**src/xdpc_pkg.sv**
```systemverilog
// Shared types and constants for the repeating-key XOR decryptor with a plaintext check.
// Used by xor_decrypt_plaintext_check; depends on nothing else.
package xdpc_pkg;

  localparam int unsigned MAX_LEN   = 4096;
  localparam int unsigned KEY_BYTES = 8;

  localparam int unsigned CNT_W     = $clog2(MAX_LEN + 1);
  localparam int unsigned PROD_W    = CNT_W + 5;
  localparam int unsigned KEY_POS_W = (KEY_BYTES > 1) ? $clog2(KEY_BYTES) : 1;
  localparam int unsigned KEY_W     = 8 * KEY_BYTES;
  localparam int unsigned KLEN_W    = 4;
  localparam int unsigned CFG_IDX_W = 1;
  localparam int unsigned CFG_W     = 64;

  localparam logic [CFG_IDX_W-1:0] REG_KEY_VALUE  = 1'd0;
  localparam logic [CFG_IDX_W-1:0] REG_KEY_LENGTH = 1'd1;

  localparam logic [KLEN_W-1:0] KEY_LEN_RESET = 4'd6;

  localparam logic [CNT_W-1:0] CNT_MAX = CNT_W'(MAX_LEN);

  localparam logic [7:0] CH_SPACE = 8'h20;
  localparam logic [7:0] CH_A     = 8'h61;
  localparam logic [7:0] CH_E     = 8'h65;
  localparam logic [7:0] CH_G     = 8'h67;
  localparam logic [7:0] CH_H     = 8'h68;
  localparam logic [7:0] CH_M     = 8'h6d;
  localparam logic [7:0] CH_N     = 8'h6e;
  localparam logic [7:0] CH_O     = 8'h6f;
  localparam logic [7:0] CH_Y     = 8'h79;
  localparam logic [7:0] CH_Z     = 8'h7a;
  localparam logic [7:0] CASE_GAP = 8'h20;

  // word flag bit positions
  localparam int unsigned W_HOGY = 0;
  localparam int unsigned W_NEM  = 1;
  localparam int unsigned W_AZ   = 2;
  localparam int unsigned W_HA   = 3;

  typedef struct packed {
    logic [7:0] cipher_byte;
    logic       last_byte;
  } xdpc_in_t;

  typedef struct packed {
    logic [7:0] plain_byte;
    logic       verdict_valid;
    logic       plausible;
  } xdpc_out_t;

endpackage

```
**src/xor_decrypt_plaintext_check.sv**
```systemverilog
// Top level: repeating-key XOR decryptor with per-message plaintext plausibility check.
// Depends on xdpc_pkg for payload types, constants and register indexes.
//
// Usage:
//   Input channel (in_valid/in_ready/in_data) carries one ciphertext word per
//   handshake: a byte plus a flag marking the last byte of the message.
//   Result channel (out_valid/out_ready/out_data) returns exactly one word per
//   input word: the plaintext byte, and on the last byte the verdict.
//   Configuration port: cfg_wr_en with cfg_index and cfg_data, written at any
//   edge with cfg_wr_en high; index REG_KEY_VALUE loads the 64-bit key (byte 0
//   in the low bits), REG_KEY_LENGTH the 4-bit key length. Write only while idle.
// Output: the result word is in the output register in the cycle after the
//   input word is accepted.
// Throughput: one word per cycle unless stalled; all decode, counting and
//   matching sits in one combinational stage in front of the output register.
// Stall: in_ready is high while the output register is empty or being drained
//   this cycle, so a stalled receiver holds the result and stops intake after
//   exactly one word.
// Reset (rst_n low, synchronous): empty the output register, clear the
//   message state, key value to zero, key length to 6.
// End of message: after the last byte, clear the counters, word flags, byte
//   history, zero marker and key position; keep the configuration.
module xor_decrypt_plaintext_check (
  input  logic                             clk,
  input  logic                             rst_n,
  input  logic                             in_valid,
  output logic                             in_ready,
  input  xdpc_pkg::xdpc_in_t               in_data,
  output logic                             out_valid,
  input  logic                             out_ready,
  output xdpc_pkg::xdpc_out_t              out_data,
  input  logic                             cfg_wr_en,
  input  logic [xdpc_pkg::CFG_IDX_W-1:0]   cfg_index,
  input  logic [xdpc_pkg::CFG_W-1:0]       cfg_data
);

  // configuration
  logic [xdpc_pkg::KEY_W-1:0]     key_value_r;
  logic [xdpc_pkg::KLEN_W-1:0]    key_len_r;

  // message state
  logic [xdpc_pkg::KEY_POS_W-1:0] key_pos_r,   key_pos_nxt;
  logic [xdpc_pkg::CNT_W-1:0]     byte_cnt_r,  byte_cnt_nxt;
  logic [xdpc_pkg::CNT_W-1:0]     space_cnt_r, space_cnt_nxt;
  logic [3:0]                     flags_r,     flags_nxt;
  logic [7:0]                     hist0_r,     hist0_nxt;
  logic [7:0]                     hist1_r,     hist1_nxt;
  logic [7:0]                     hist2_r,     hist2_nxt;
  logic                           zero_seen_r, zero_seen_nxt;

  // output register
  logic                           out_valid_r;
  xdpc_pkg::xdpc_out_t            out_data_r,  out_data_nxt;

  logic                           in_fire;
  logic [xdpc_pkg::KLEN_W-1:0]    eff_len;
  logic [xdpc_pkg::KEY_POS_W-1:0] pos;
  logic [xdpc_pkg::KLEN_W-1:0]    pos_inc;
  logic [7:0]                     key_byte;
  logic [7:0]                     plain;
  logic [7:0]                     lower;
  logic [xdpc_pkg::PROD_W-1:0]    space_x20;
  logic                           verdict;

  assign in_ready  = !out_valid_r || out_ready;
  assign in_fire   = in_valid && in_ready;
  assign out_valid = out_valid_r;
  assign out_data  = out_data_r;

  // Decrypt, count, match and judge one byte.
  always_comb begin
    // clamp key length into 1..KEY_BYTES
    if (key_len_r == '0) begin
      eff_len = xdpc_pkg::KLEN_W'(1);
    end else if (key_len_r > xdpc_pkg::KLEN_W'(xdpc_pkg::KEY_BYTES)) begin
      eff_len = xdpc_pkg::KLEN_W'(xdpc_pkg::KEY_BYTES);
    end else begin
      eff_len = key_len_r;
    end

    // position past a lowered length restarts at key byte 0
    pos      = (xdpc_pkg::KLEN_W'(key_pos_r) < eff_len) ? key_pos_r : '0;
    pos_inc  = xdpc_pkg::KLEN_W'(pos) + xdpc_pkg::KLEN_W'(1);
    key_byte = key_value_r[8*pos +: 8];
    plain    = in_data.cipher_byte ^ key_byte;

    key_pos_nxt = (pos_inc >= eff_len) ? '0 : pos_inc[xdpc_pkg::KEY_POS_W-1:0];

    byte_cnt_nxt  = (byte_cnt_r < xdpc_pkg::CNT_MAX) ? byte_cnt_r + 1'b1 : byte_cnt_r;
    space_cnt_nxt = space_cnt_r;
    if (plain == xdpc_pkg::CH_SPACE && space_cnt_r < xdpc_pkg::CNT_MAX) begin
      space_cnt_nxt = space_cnt_r + 1'b1;
    end

    lower = plain;
    if (plain inside {[8'h41:8'h5a]}) begin
      lower = plain + xdpc_pkg::CASE_GAP;
    end

    // a zero byte stops word matching for the rest of the message
    zero_seen_nxt = zero_seen_r || (plain == 8'h00);
    flags_nxt     = flags_r;
    hist0_nxt     = hist0_r;
    hist1_nxt     = hist1_r;
    hist2_nxt     = hist2_r;
    if (!zero_seen_nxt) begin
      if (hist2_r == xdpc_pkg::CH_H && hist1_r == xdpc_pkg::CH_O &&
          hist0_r == xdpc_pkg::CH_G && lower == xdpc_pkg::CH_Y) begin
        flags_nxt[xdpc_pkg::W_HOGY] = 1'b1;
      end
      if (hist1_r == xdpc_pkg::CH_N && hist0_r == xdpc_pkg::CH_E &&
          lower == xdpc_pkg::CH_M) begin
        flags_nxt[xdpc_pkg::W_NEM] = 1'b1;
      end
      if (hist0_r == xdpc_pkg::CH_A && lower == xdpc_pkg::CH_Z) begin
        flags_nxt[xdpc_pkg::W_AZ] = 1'b1;
      end
      if (hist0_r == xdpc_pkg::CH_H && lower == xdpc_pkg::CH_A) begin
        flags_nxt[xdpc_pkg::W_HA] = 1'b1;
      end
      hist2_nxt = hist1_r;
      hist1_nxt = hist0_r;
      hist0_nxt = lower;
    end

    // 20 * spaces as two shifted adds
    space_x20 = (xdpc_pkg::PROD_W'(space_cnt_nxt) << 4) +
                (xdpc_pkg::PROD_W'(space_cnt_nxt) << 2);
    verdict   = (byte_cnt_nxt > space_cnt_nxt) &&
                (xdpc_pkg::PROD_W'(byte_cnt_nxt) < space_x20) &&
                (flags_nxt == 4'hf);

    out_data_nxt.plain_byte    = plain;
    out_data_nxt.verdict_valid = in_data.last_byte;
    out_data_nxt.plausible     = in_data.last_byte && verdict;

    // end of message: drop all message state
    if (in_data.last_byte) begin
      key_pos_nxt   = '0;
      byte_cnt_nxt  = '0;
      space_cnt_nxt = '0;
      flags_nxt     = '0;
      hist0_nxt     = '0;
      hist1_nxt     = '0;
      hist2_nxt     = '0;
      zero_seen_nxt = 1'b0;
    end
  end

  // configuration registers
  always_ff @(posedge clk) begin
    if (!rst_n) begin
      key_value_r <= '0;
      key_len_r   <= xdpc_pkg::KEY_LEN_RESET;
    end else if (cfg_wr_en) begin
      case (cfg_index)
        xdpc_pkg::REG_KEY_VALUE:  key_value_r <= cfg_data[xdpc_pkg::KEY_W-1:0];
        xdpc_pkg::REG_KEY_LENGTH: key_len_r   <= cfg_data[xdpc_pkg::KLEN_W-1:0];
        default: ;
      endcase
    end
  end

  // message state: advance on every accepted word
  always_ff @(posedge clk) begin
    if (!rst_n) begin
      key_pos_r   <= '0;
      byte_cnt_r  <= '0;
      space_cnt_r <= '0;
      flags_r     <= '0;
      hist0_r     <= '0;
      hist1_r     <= '0;
      hist2_r     <= '0;
      zero_seen_r <= 1'b0;
    end else if (in_fire) begin
      key_pos_r   <= key_pos_nxt;
      byte_cnt_r  <= byte_cnt_nxt;
      space_cnt_r <= space_cnt_nxt;
      flags_r     <= flags_nxt;
      hist0_r     <= hist0_nxt;
      hist1_r     <= hist1_nxt;
      hist2_r     <= hist2_nxt;
      zero_seen_r <= zero_seen_nxt;
    end
  end

  // output register: load on accept, hold while stalled
  always_ff @(posedge clk) begin
    if (!rst_n) begin
      out_valid_r <= 1'b0;
    end else if (in_fire) begin
      out_valid_r <= 1'b1;
    end else if (out_ready) begin
      out_valid_r <= 1'b0;
    end
  end

  always_ff @(posedge clk) begin
    if (in_fire) begin
      out_data_r <= out_data_nxt;
    end
  end

  // checks
  a_clear_after_last: assert property (@(posedge clk) disable iff (!rst_n)
    (in_fire && in_data.last_byte) |=>
      (byte_cnt_r == '0 && space_cnt_r == '0 && flags_r == '0 && !zero_seen_r))
    else $error("message state not cleared after last word");

  a_space_le_bytes: assert property (@(posedge clk) disable iff (!rst_n)
    space_cnt_r <= byte_cnt_r)
    else $error("space count exceeds byte count");

  a_cnt_sat: assert property (@(posedge clk) disable iff (!rst_n)
    byte_cnt_r <= xdpc_pkg::CNT_MAX)
    else $error("byte count above saturation limit");

  a_verdict_tag: assert property (@(posedge clk) disable iff (!rst_n)
    (out_valid_r && out_data_r.plausible) |-> out_data_r.verdict_valid)
    else $error("plausible set on a non-final word");

  a_no_intake_when_stalled: assert property (@(posedge clk) disable iff (!rst_n)
    (out_valid_r && !out_ready) |-> !in_ready)
    else $error("intake while result register is stalled");

endmodule
```
**config.mk**
```make
export PLATFORM = sky130hd
export DESIGN_NAME = xor_decrypt_plaintext_check
export DESIGN_NICKNAME = d
export VERILOG_FILES = /design/src/xdpc_pkg.sv /design/src/xor_decrypt_plaintext_check.sv
export SDC_FILE = /design/constraint.sdc
export NUM_CORES = 1
export LEC_CHECK = 0
export BUFFER_PORTS_ARGS = -buffer_cell sky130_fd_sc_hd__buf_2
export CAP_MARGIN = 20
export CORE_MARGIN = 10
export CORE_UTILIZATION = 30
export CTS_CLUSTER_SIZE = 24
export DETAILED_ROUTE_END_ITERATION = 10
export PLACE_DENSITY = 0.45
export SLEW_MARGIN = 20
export SYNTH_ARGS = -nofsm -noshare
export SYNTH_HDL_FRONTEND = slang
export SYNTH_SLANG_ARGS = --single-unit
```
**constraint.sdc**
```tcl
create_clock -name clk -period 14.2 [get_ports clk]
set_clock_uncertainty 0.05 [all_clocks]
set_input_delay 1.42 -clock clk [delete_from_list [all_inputs] [get_ports clk]]
set_output_delay 1.42 -clock clk [all_outputs]
set_load 0.01 [all_outputs]
```
Word-level counts from Yosys, hierarchy flattened. Cells that the tools add are included.

Shift operators: 1. Divide/modulo/power cells: 0. Equal/unequal tests: 14. Bitwise operators: 2. Add/subtract/negate cells: 5. Reduce and logical (&&, ||, !) cells: 22. $mul: 0. Order comparisons: 9. Muxes and demuxes: 25.

Operators with widths (number): == test 8 x 7 -> 1 bit (second input constant) (11); indexed part select 64 x 7 -> 8 bit (1); two-way mux 8 bit (7); two-way mux 13 bit (4); adder 13 x 1 -> 13 bit (second input constant) (2); < comparator 13 bit (second input constant) (2); adder 17 x 15 -> 18 bit (1); < comparator 13 x 18 -> 1 bit (1); two-way mux 4 bit (4); > comparator 13 bit (1); logical AND 1 bit (13); two-way mux 3 bit (3); adder 8 x 6 -> 8 bit (second input constant) (1); == test 8 x 6 -> 1 bit (second input constant) (1); >= comparator 8 x 7 -> 1 bit (second input constant) (1); less-or-equal comparator 8 x 7 -> 1 bit (second input constant) (1); zero test 8 bit (1); bitwise XOR 8 bit (1); two-way mux 1 bit (7); AND reduction 2 bit (3); adder 3 x 1 -> 4 bit (second input constant) (1); == test 4 bit (second input constant) (1); >= comparator 4 bit (1); > comparator 4 bit (second input constant) (1); other kinds (7) (8).

Memory bits (writable): 0. Output and inout port bits: 12. Memories: 0. Bits in read-only memories: 0. Logic and storage cells: 92. Register bits: 137. Latch bits: 0. Input port bits: 79.

Logic depth before layout (Yosys ltp). Gate-level depths: netlist of the first run.

Depth after elaboration: 17. Depth in mapped cells: 35. Gate-level depth less buffers: 32.

Worst setup path before layout of the first run. OpenSTA, ideal clock, no wires.

Kind: flip-flop to flip-flop. Start point: register key_len_r[3] in the netlist's numbering. End point: register out_data_r (netlist bit out_data[0]) (data pin). Path slack: 7.901 ns. Period minus slack after synthesis: 6.299 ns. Stages on the path, launching flop included: 31. Library setup time: 0.269 ns. Arrival time: 5.980 ns. Buffers on the path: 4. Required time: 13.881 ns. Path through: dfxtp_1 -> buf_6 -> inv_1 -> nand2_1 -> ha_1 -> nor2_2 -> o211ai_2 -> buf_2 -> buf_2 -> a22o_1 -> o32a_1 -> o2111a_1 -> nor4_2 -> and3_1 -> buf_2 -> xor2_1 -> ha_1 -> ha_1 -> a31o_2 -> a21o_1 -> a221o_1 -> a21o_1 -> xnor2_1 -> ha_1 -> nand4_1 -> o21ai_0 -> nand2_1 -> a2111oi_0 -> nand3_1 -> a41oi_1 -> a31oi_1.

RTL lines: start: declaration (line xor_decrypt_plaintext_check.sv:39) `logic [xdpc_pkg::KLEN_W-1:0] key_len_r;`; start signal: assignment (line xor_decrypt_plaintext_check.sv:154) `key_len_r <= xdpc_pkg::KEY_LEN_RESET;`; start signal: assignment (line xor_decrypt_plaintext_check.sv:158) `xdpc_pkg::REG_KEY_LENGTH: key_len_r <= cfg_data[xdpc_pkg::KLEN_W-1:0];`; end signal: assignment (line xor_decrypt_plaintext_check.sv:200) `out_data_r <= out_data_nxt;`; end: declaration (line xor_decrypt_plaintext_check.sv:53) `xdpc_pkg::xdpc_out_t out_data_r, out_data_nxt;`.

==> out/metrics.yaml, run 1 <==
status: "completed"
wl_per_cell_um: 17.67
cp_common_cell: "ha_1"
cp-end-kind: "flop"
fin_area_um2: 9834
vias_per_cell: 5.103
seq_area_frac_synth_pct: 33.48
gp_congestion: 0.8297
cts_buffer_depth: 2
grt_pass1_wl_mm: 42.70
antenna_found_initial: 0
antennaDiodeCount: 0
required_ns: 14.30
critPathMaxStageDelay_ns: 0.78
grt.overflow.total: 0
die_h_um: 188.2
dr.pass1.iters: 5
yosysTopAreaCell: "dfxtp_1"
leakage_nw: 3.783
ctsHoldBuffers: 0
synth.top_cell.area_share_pct: 29.94
grt_pass1_vias: 7558
synth_area_um2: 8492
clk_latency_ns: 0.43
synth_mux_area_share_pct: 1.724
post_cts_buffers: 0
synth_nets: 1166
grt_setup_unrepaired: "false"
final_nets: 1226
grt_max_degree: 76
ir_drop_uv: 71.94
critPathKind: "flop to flop"
syn_to_final_growth_pct: 15.81
h-tree-depth: 4
ys_types: 86
placed_cell_area_um2: 9259
cts_sinks: 137
cts_buffers: 17
synth_edf_count: 10
arrival_ns: 8.14
num_vias: 7659
die_w_um: 188.2
rows: 61
synth_top_family_by_area: "simple AND/OR/NAND/NOR gates"
drv_slew: 0
cts_resized: 0
drive_above_1_share_pct: 14.69
dpl.hpwl_mm: 19.83
postSynthAreaPerCell_um2: 8.088
period_minus_slack_ns: 8.043
tightestPinTransition_ns: 0.9984
power.density_nw_per_um2: 97.93
ant_nets: 0
synthCells: 1050
synth_xor_area_share_pct: 4.715
synth_compound_area_share_pct: 24.52
synthTopCellsByArea: "dfxtp_1 30%, nand2_1 8.2%, a21boi_0 6.3%"
io_buffers: 90
synthAdderAreaFrac_pct: 5.687
synth_most_common_cell: "nand2_1"
setup_tns_ns: 0
finalHoldViolations: 0
dieArea_um2: 35440
synth_ff_type: "dfxtp_1"
slowest_stage: "o211ai_2"
synth.top_cells.by_count: "186 x nand2_1, 127 x dfxtp_1, 71 x a21boi_0"
path_clk_slew_ns: 0.07
synthSimpleGateAreaFrac_pct: 24.96
start_util_pct: 30.48
slew_headroom_pct: 33.25
tritoncts: "yes"
max_freq_mhz: 124.3
setup_viol: 0
grt_usage_pct: 14.79
cts_root_buf: "clkbuf_16"
synthArstFlopShare_pct: 0
hold_class: "flop to flop"
startpoint_type: "flop"
final.period_utilization_pct: 56.64
drv_cap: 0
wl_mm: 26.52
drc: 0
synth_warnings: 0
drt_iter0_markers: 520
coreArea_um2: 27860
num_io_pins: 91
ys_ff_latch: 137
cp_max_fo: 24
final timing paths:
| check | depth (start not counted) | startpoint | slack [ns] | end |
|---|---|---|---|---|
| worst min register to register | 1 | flags_r[1]$_SDFFE_PN0P_ | 0.41 | flags_r[1]$_SDFFE_PN0P_ |
| worst max register to register | 29 | key_len_r[3]$_SDFFE_PN0P_ | 6.16 | out_data[0]$_DFFE_PP_ |
| worst min-delay path | 1 | flags_r[1]$_SDFFE_PN0P_ | 0.41 | flags_r[1]$_SDFFE_PN0P_ |
| worst max-delay path | 29 | key_len_r[3]$_SDFFE_PN0P_ | 6.16 | out_data[0]$_DFFE_PP_ |
report_power, final:
| group | total [mW] | switching, mW | internal, mW |
|---|---|---|---|
| combinational | 0.109 | 0.0691 | 0.0403 |
| clock | 0.440 | 0.205 | 0.235 |
| sequential | 0.413 | 0.0103 | 0.403 |
layout by cell type (no fill, tap or decap), types with 7 or more instances in the layout:
cell / n
and2_1: 14
o2111ai_1: 12
nand2_1: 186
nor3_1: 17
a21oi_1: 31
a22oi_1: 38
edfxtp_1: 10
dfxtp_1: 127
xor2_1: 9
buf_2: 90
and3_1: 16
mux2i_1: 12
nor2b_1: 46
a211oi_1: 7
a21o_1: 16
nor4_1: 8
a31oi_1: 10
clkbuf_16: 17
xnor2_1: 33
nand2b_1: 10
inv_1: 42
nand4_1: 18
a21boi_0: 71
o211ai_1: 9
o21ai_0: 31
nand3_1: 41
buf_4: 10
ha_1: 37
nor2_1: 32
worst max-delay path: cells and delay by family (launching register included):
kind,cells,cell delay (ns)
DFF,1,0.39
buffers and inverters,3,0.70
AOI/OAI and AO/OA,9,2.65
muxes,1,0.30
and+or+nand+nor,9,1.97
xor gates and xnor gates,3,0.51
adders and majority gates,4,1.20
flip-flops by register name, indices dropped and copies added (netlist names), 8 cells and up:
register / count
hist0_r: 8
space_cnt_r: 13
key_value_r: 64
byte_cnt_r: 13
hist1_r: 8
out_data: 10
hist2_r: 8
routing by layer:
layer / wire (um) / vias to the layer above / track usage [%]
met5: 0 / - / 0
met4: 479 / 0 / 4.462
met3: 1129 / 23 / 3.028
met2: 11680 / 150 / 22.48
met1: 13230 / 3596 / 20.52
li1: - / 3890 / -
per-stage QoR:
stage | cells | hold slack, ns | utilization (%) | power [mW] | setup slack [ns]
finish | 1501 | 0.4125 | 35.30 | 0.9631 | 6.157
floorplan | 1050 | 0.3849 | - | 0.4880 | 7.901
detailed placement | 1469 | 0.3975 | 33.24 | 0.5322 | 6.223
global placement | 1469 | 0.3969 | 33.24 | 0.5324 | 6.397
global route | 1501 | 0.4249 | 35.30 | 1.007 | 5.300
CTS | 1501 | 0.4136 | 35.30 | 0.9789 | 6.174
cells by family (layout without fill, tap and decap cells):
kind of cell	Yosys count	count (layout)
muxes	14	14
adders and majority gates	39	39
and+or+nand+nor	423	423
AOI/OAI and AO/OA	287	287
buffers and inverters	106	179
DFF	137	137
xor gates and xnor gates	44	44
final cells by class:
class / count / area, um^2
clock buffers: 17 / 425.4
well taps: 378 / 473.0
flip-flops and latches: 137 / 2843
fillers: 2948 / 18020
multi-input cells: 807 / 5241
inverters: 47 / 176.4
repair buffers: 100 / 525.5
clock inverters: 15 / 150.1
Note: power is estimated with default switching activity, not from simulation.
==> run 2, diff against run 1 <==
--- a/config.mk
+++ b/config.mk
@@ -11,7 +11,7 @@
 export CORE_UTILIZATION = 30
 export CTS_CLUSTER_SIZE = 24
 export DETAILED_ROUTE_END_ITERATION = 10
-export PLACE_DENSITY = 0.45
+export PLACE_DENSITY = 0.47
 export SLEW_MARGIN = 20
 export SYNTH_ARGS = -nofsm -noshare
 export SYNTH_HDL_FRONTEND = slang
==> constraint.sdc (replaced) <==
create_clock -name clk -period 7.1 [get_ports clk]
set_clock_uncertainty 0.05 [all_clocks]
set_input_delay 0.71 -clock clk [delete_from_list [all_inputs] [get_ports clk]]
set_output_delay 0.71 -clock clk [all_outputs]
set_load 0.01 [all_outputs]
==> out/metrics.yaml, run 2 (synthesized netlist as in run 1, its figures left out) <==
dieArea_um2: 35440
regMostFlops: "key_value_r"
grt_pass1_vias: 7721
busiest_layer: "met2"
setup_viol: 0
pwr-share-comb_pct: 11.7
reg2reg_slack_ns: 0.55
ir_drop_uv: 154.6
cp-end-kind: "flop"
tritoncts: "yes"
cts_buffer_depth: 2
rows: 61
clkPwrFrac_pct: 46.1
final_nets: 1238
die_w_um: 188.2
num_io_pins: 91
drv_slew: 0
drt_iter0_markers: 629
r2r_end: "out_data[0]$_DFFE_PP_"
drc: 0
multi_input_area_um2: 5286
cp_common_cell: "ha_1"
grt_util_met1_pct: 19.77
critPathKind: "flop to flop"
critPathMaxStageDelay_ns: 0.58
min_delay_path_depth: 1
syn_to_final_growth_pct: 17.64
grt_pass1_wl_mm: 42.41
tightestPinTransition_ns: 1.018
final.period_utilization_pct: 92.32
num_vias: 7866
hold_class: "flop to flop"
arrival_ns: 6.67
antenna_found_initial: 1
cp_max_fo: 10
path_clk_slew_ns: 0.07
layout_common_cells: "186 x nand2_1, 126 x dfxtp_1, 90 x buf_2"
largest_reg_flops: 64
vias_per_cell: 5.196
internal_power_mw: 1.386
min_to: "flags_r[3]$_SDFFE_PN0P_"
r2r-start: "key_len_r[3]$_SDFFE_PN0P_"
wl_mm: 26.51
use_met2_pct: 22.67
cts_buffers: 17
startpoint_type: "flop"
gp_congestion: 0.8488
grt_max_degree: 76
setup_tns_ns: 0
dpl.hpwl_mm: 19.43
slowest_stage: "or4b_4"
dr.pass1.iters: 7
grt_usage_pct: 14.80
leakage_nw: 3.852
power.density_nw_per_um2: 195.8
h-tree-depth: 4
ff_latch_area_um2: 2844
max_freq_mhz: 152.6
layout_commonest_cell: "nand2_1"
use_met3_pct: 3.379
die_h_um: 188.2
grt.overflow.total: 0
grt_setup_unrepaired: "false"
holdWs_ns: 0.4090
cts_root_buf: "clkbuf_16"
status: "completed"
slew_headroom_pct: 31.56
p_seq_share_pct: 42.2
io_buffers: 90
clk_latency_ns: 0.43
p_sw_mw: 0.5704
drv_cap: 0
largestRegisters: "key_value_r (64), byte_cnt_r (13), space_cnt_r (13)"
required_ns: 7.22
total_power_mw: 1.956
finalHoldViolations: 0
cts_sinks: 137
drive_above_1_share_pct: 15.95
wl_per_cell_um: 17.51
ant_nets: 0
reg2regPathDepth: 29
coreArea_um2: 27860
period_minus_slack_ns: 6.555
min_from: "flags_r[3]$_SDFFE_PN0P_"
start_util_pct: 30.48
fillers: 2935
swShare_pct: 29.16
finish.utilization_pct: 35.86
==> run 2: power by group through the flow <==
stage          clock network, mW  registers (mW)  logic (mW)
2_1_floorplan                  0           0.838       0.138
3_3_place_gp                   0           0.844       0.225
3_5_place_dp                   0           0.843       0.225
4_1_cts                    0.929           0.826       0.226
5_1_grt                    0.960           0.829       0.255
6_report                   0.902           0.826       0.228
==> run 2: layout make-up <==
class                      instances  share of cell area (%)
antenna                            1                 0.02505
clock buffer                      19                   4.647
clock inverter                    13                   1.253
inverter                          47                   1.791
multi-input combinational        807                   52.92
sequential                       137                   28.47
tap                              378                   4.734
timing repair buffer             112                   6.162
==> run 2: worst max path at each step <==
stage,from,endpoint,slack (ns)
after floorplan,key_len_r[3]$_SDFFE_PN0P_,out_data[0]$_DFFE_PP_,0.80
after global placement,key_pos_r[2]$_SDFFE_PN0P_,out_data[0]$_DFFE_PP_,0.39
after detailed placement,key_pos_r[2]$_SDFFE_PN0P_,out_data[0]$_DFFE_PP_,0.29
after CTS,key_pos_r[2]$_SDFFE_PN0P_,out_data[0]$_DFFE_PP_,0.26
after global routing,key_len_r[3]$_SDFFE_PN0P_,out_data[0]$_DFFE_PP_,0.02
final,key_len_r[3]$_SDFFE_PN0P_,out_data[0]$_DFFE_PP_,0.55
==> run 2: routing by layer <==
metal / part of all wire, % / vias to the layer above
met1: 49 / 3742
li1: - / 3909
met5: 0 / -
met3: 4.8 / 35
met2: 44 / 180
met4: 2.3 / 0
==> run 2: critical path: cells and delay by family, from the launching register on <==
kind | cells | cell delay, ns
AO/OA/AOI/OAI | 12 | 2.48
AND/OR/NAND/NOR | 8 | 1.50
adder cells (fa/ha/maj) | 3 | 0.97
buffers and inverters | 3 | 0.41
XOR/XNOR | 2 | 0.37
flip-flops | 1 | 0.31
multiplexers | 1 | 0.17
==> run 2: stage by stage <==
stage               setup slack [ns]  cells  cell area (um^2)
floorplan                     0.8013   1050              8492
global placement              0.3851   1478              9326
detailed placement            0.2916   1478              9326
CTS                           0.2597   1510              9916
global route                 0.02273   1514              9990
finish                        0.5455   1514              9990
==> run 2: what timing repair did <==
action	CTS	global route
buffers inserted	0	3
hold buffers	0	0
endpoints found under the setup margin	0	1
gates resized for setup	0	11
==> run 3, diff against run 2 <==
--- a/config.mk
+++ b/config.mk
@@ -5,6 +5,7 @@
 export SDC_FILE = /design/constraint.sdc
 export NUM_CORES = 1
 export LEC_CHECK = 0
+export ABC_AREA = 1
 export BUFFER_PORTS_ARGS = -buffer_cell sky130_fd_sc_hd__buf_2
 export CAP_MARGIN = 20
 export CORE_MARGIN = 10
==> out/metrics.yaml, run 3 <==
status: "completed"
cp-end-kind: "flop"
arrival_ns: 6.06
synthTopCellsByArea: "dfxtp_1 30%, nand2_1 15%, a21oi_1 6.4%"
critPathKind: "flop to flop"
synth_ff_type: "dfxtp_1"
layout_commonest_cell: "nand2_1"
dieArea_um2: 34990
cts_sinks: 137
cts_resized: 0
ctsHoldBuffers: 0
leakage_nw: 4.356
num_vias: 8001
synth.top_cell.area_share_pct: 30.36
grt_setup_unrepaired: "false"
power.density_nw_per_um2: 203.0
coreArea_um2: 27630
regMostFlops: "key_value_r"
ys_types: 46
start_util_pct: 30.31
clk_latency_ns: 0.43
tritoncts: "yes"
yosysTopAreaCell: "dfxtp_1"
dp.cells: 1667
max_freq_mhz: 169.1
synthArstFlopShare_pct: 0
synthCells: 1249
cp_max_fo: 22
grt_pass1_wl_mm: 41.14
synth_edf_count: 10
grt_pass1_vias: 8004
path_clk_slew_ns: 0.07
largestRegisters: "key_value_r (64), byte_cnt_r (13), space_cnt_r (13)"
synth_nets: 1365
p_sw_mw: 0.5631
grt_usage_pct: 14.15
layout_common_cells: "333 x nand2_1, 132 x inv_1, 127 x dfxtp_1"
period_minus_slack_ns: 5.915
p_seq_share_pct: 42.6
wl_per_cell_um: 14.61
seq_area_frac_synth_pct: 33.95
final.period_utilization_pct: 83.31
total_power_mw: 1.956
die_h_um: 187.1
pwr-share-comb_pct: 12.1
busiest_layer: "met2"
synth.top_cells.by_count: "333 x nand2_1, 133 x inv_1, 127 x dfxtp_1"
cp_common_cell: "nand2_1"
ir_drop_uv: 161.6
setup_viol: 0
final_nets: 1425
cts_buffers: 17
die_w_um: 187.1
postSynthAreaPerCell_um2: 6.704
io_buffers: 90
drt_iter0_markers: 555
swShare_pct: 28.79
rows: 61
drv_slew: 0
largest_reg_flops: 64
num_io_pins: 91
drc: 0
setup_tns_ns: 0
critPathMaxStageDelay_ns: 0.41
fin_area_um2: 9632
cts_root_buf: "clkbuf_16"
gp_congestion: 0.8354
slew_headroom_pct: 46.92
synth_warnings: 0
post_cts_buffers: 0
syn_to_final_growth_pct: 15.03
grt.overflow.total: 0
synth_area_um2: 8373
fillers: 3112
vias_per_cell: 4.706
synth_most_common_cell: "nand2_1"
slowest_stage: "nand3_2"
ys_ff_latch: 137
finalHoldViolations: 0
ff_latch_area_um2: 2843
use_met3_pct: 3.113
placed_cell_area_um2: 9042
fin_cells: 1700
drv_cap: 0
required_ns: 7.24
dr.pass1.iters: 7
ant_nets: 0
use_met2_pct: 22.96
dpl.hpwl_mm: 18.50
grt_util_met1_pct: 18.64
antenna_found_initial: 0
antennaDiodeCount: 0
multi_input_area_um2: 4698
h-tree-depth: 4
clkPwrFrac_pct: 45.3
startpoint_type: "flop"
grt_max_degree: 73
internal_power_mw: 1.393
drive_above_1_share_pct: 13.92
hold_class: "flop to flop"
cts_buffer_depth: 2
wl_mm: 24.84
tightestPinTransition_ns: 0.7933
run 3: final cells by class:
cell class / instances / area share (%)
inverters: 138 / 5.378
multi-input cells: 916 / 48.78
flip-flops and latches: 137 / 29.51
clock buffers: 19 / 4.599
well taps: 378 / 4.910
repair buffers: 99 / 5.456
clock inverters: 13 / 1.364
run 3: kinds of logic (layout without fill, tap and decap cells):
logic type | count (synthesis) | count (layout) | share of synthesized area (%)
AND/OR/NAND/NOR | 650 | 650 | 34.97
AO/OA/AOI/OAI | 204 | 204 | 12.88
buffers and inverters | 196 | 269 | 9.967
flip-flops | 137 | 137 | 33.95
adder cells (fa/ha/maj) | 37 | 37 | 5.529
XOR/XNOR | 25 | 25 | 2.705
run 3: routing by layer:
metal	vias up	part of all wire [%]
met2	121	44
met1	3649	50
met4	0	1.2
met5	-	0
met3	23	3.9
li1	4208	-
run 3: path summary, 6_finish.rpt:
check | endpoint | start | slack [ns] | depth (start not counted)
hold / removal | key_value_r[15]$_SDFFE_PN0P_ | key_value_r[15]$_SDFFE_PN0P_ | 0.41 | 2
setup / recovery | out_data[0]$_DFFE_PP_ | key_len_r[3]$_SDFFE_PN0P_ | 1.18 | 34
setup reg to reg | out_data[0]$_DFFE_PP_ | key_len_r[3]$_SDFFE_PN0P_ | 1.18 | 34
hold reg to reg | key_value_r[15]$_SDFFE_PN0P_ | key_value_r[15]$_SDFFE_PN0P_ | 0.41 | 2
run 3: through the flow:
| stage | hold slack, ns | utilization [%] | setup WS, ns |
|---|---|---|---|
| 6_report | 0.4091 | 34.86 | 1.185 |
| 5_1_grt | 0.4301 | 34.86 | 0.4966 |
| 3_5_place_dp | 0.3975 | 32.73 | 1.112 |
| 2_1_floorplan | 0.3797 | - | 2.672 |
| 4_1_cts | 0.4087 | 34.81 | 1.098 |
| 3_3_place_gp | 0.4036 | 32.73 | 1.150 |
run 3: power by group through the flow:
stage / Clock, mW / Combinational, mW / Sequential, mW
6_report: 0.886 / 0.237 / 0.833
5_1_grt: 0.937 / 0.271 / 0.837
4_1_cts: 0.904 / 0.239 / 0.833
3_5_place_dp: 0 / 0.237 / 0.850
3_3_place_gp: 0 / 0.237 / 0.851
2_1_floorplan: 0 / 0.161 / 0.847
run 3: critical path: cells and delay by family, from the launching register on:
kind            cells  cell delay (ns)
compound gates      3             0.50
xor+xnor            2             0.52
fa+ha+maj           3             0.83
buf+inv             6             0.92
flops               1             0.33
simple gates       20             2.52
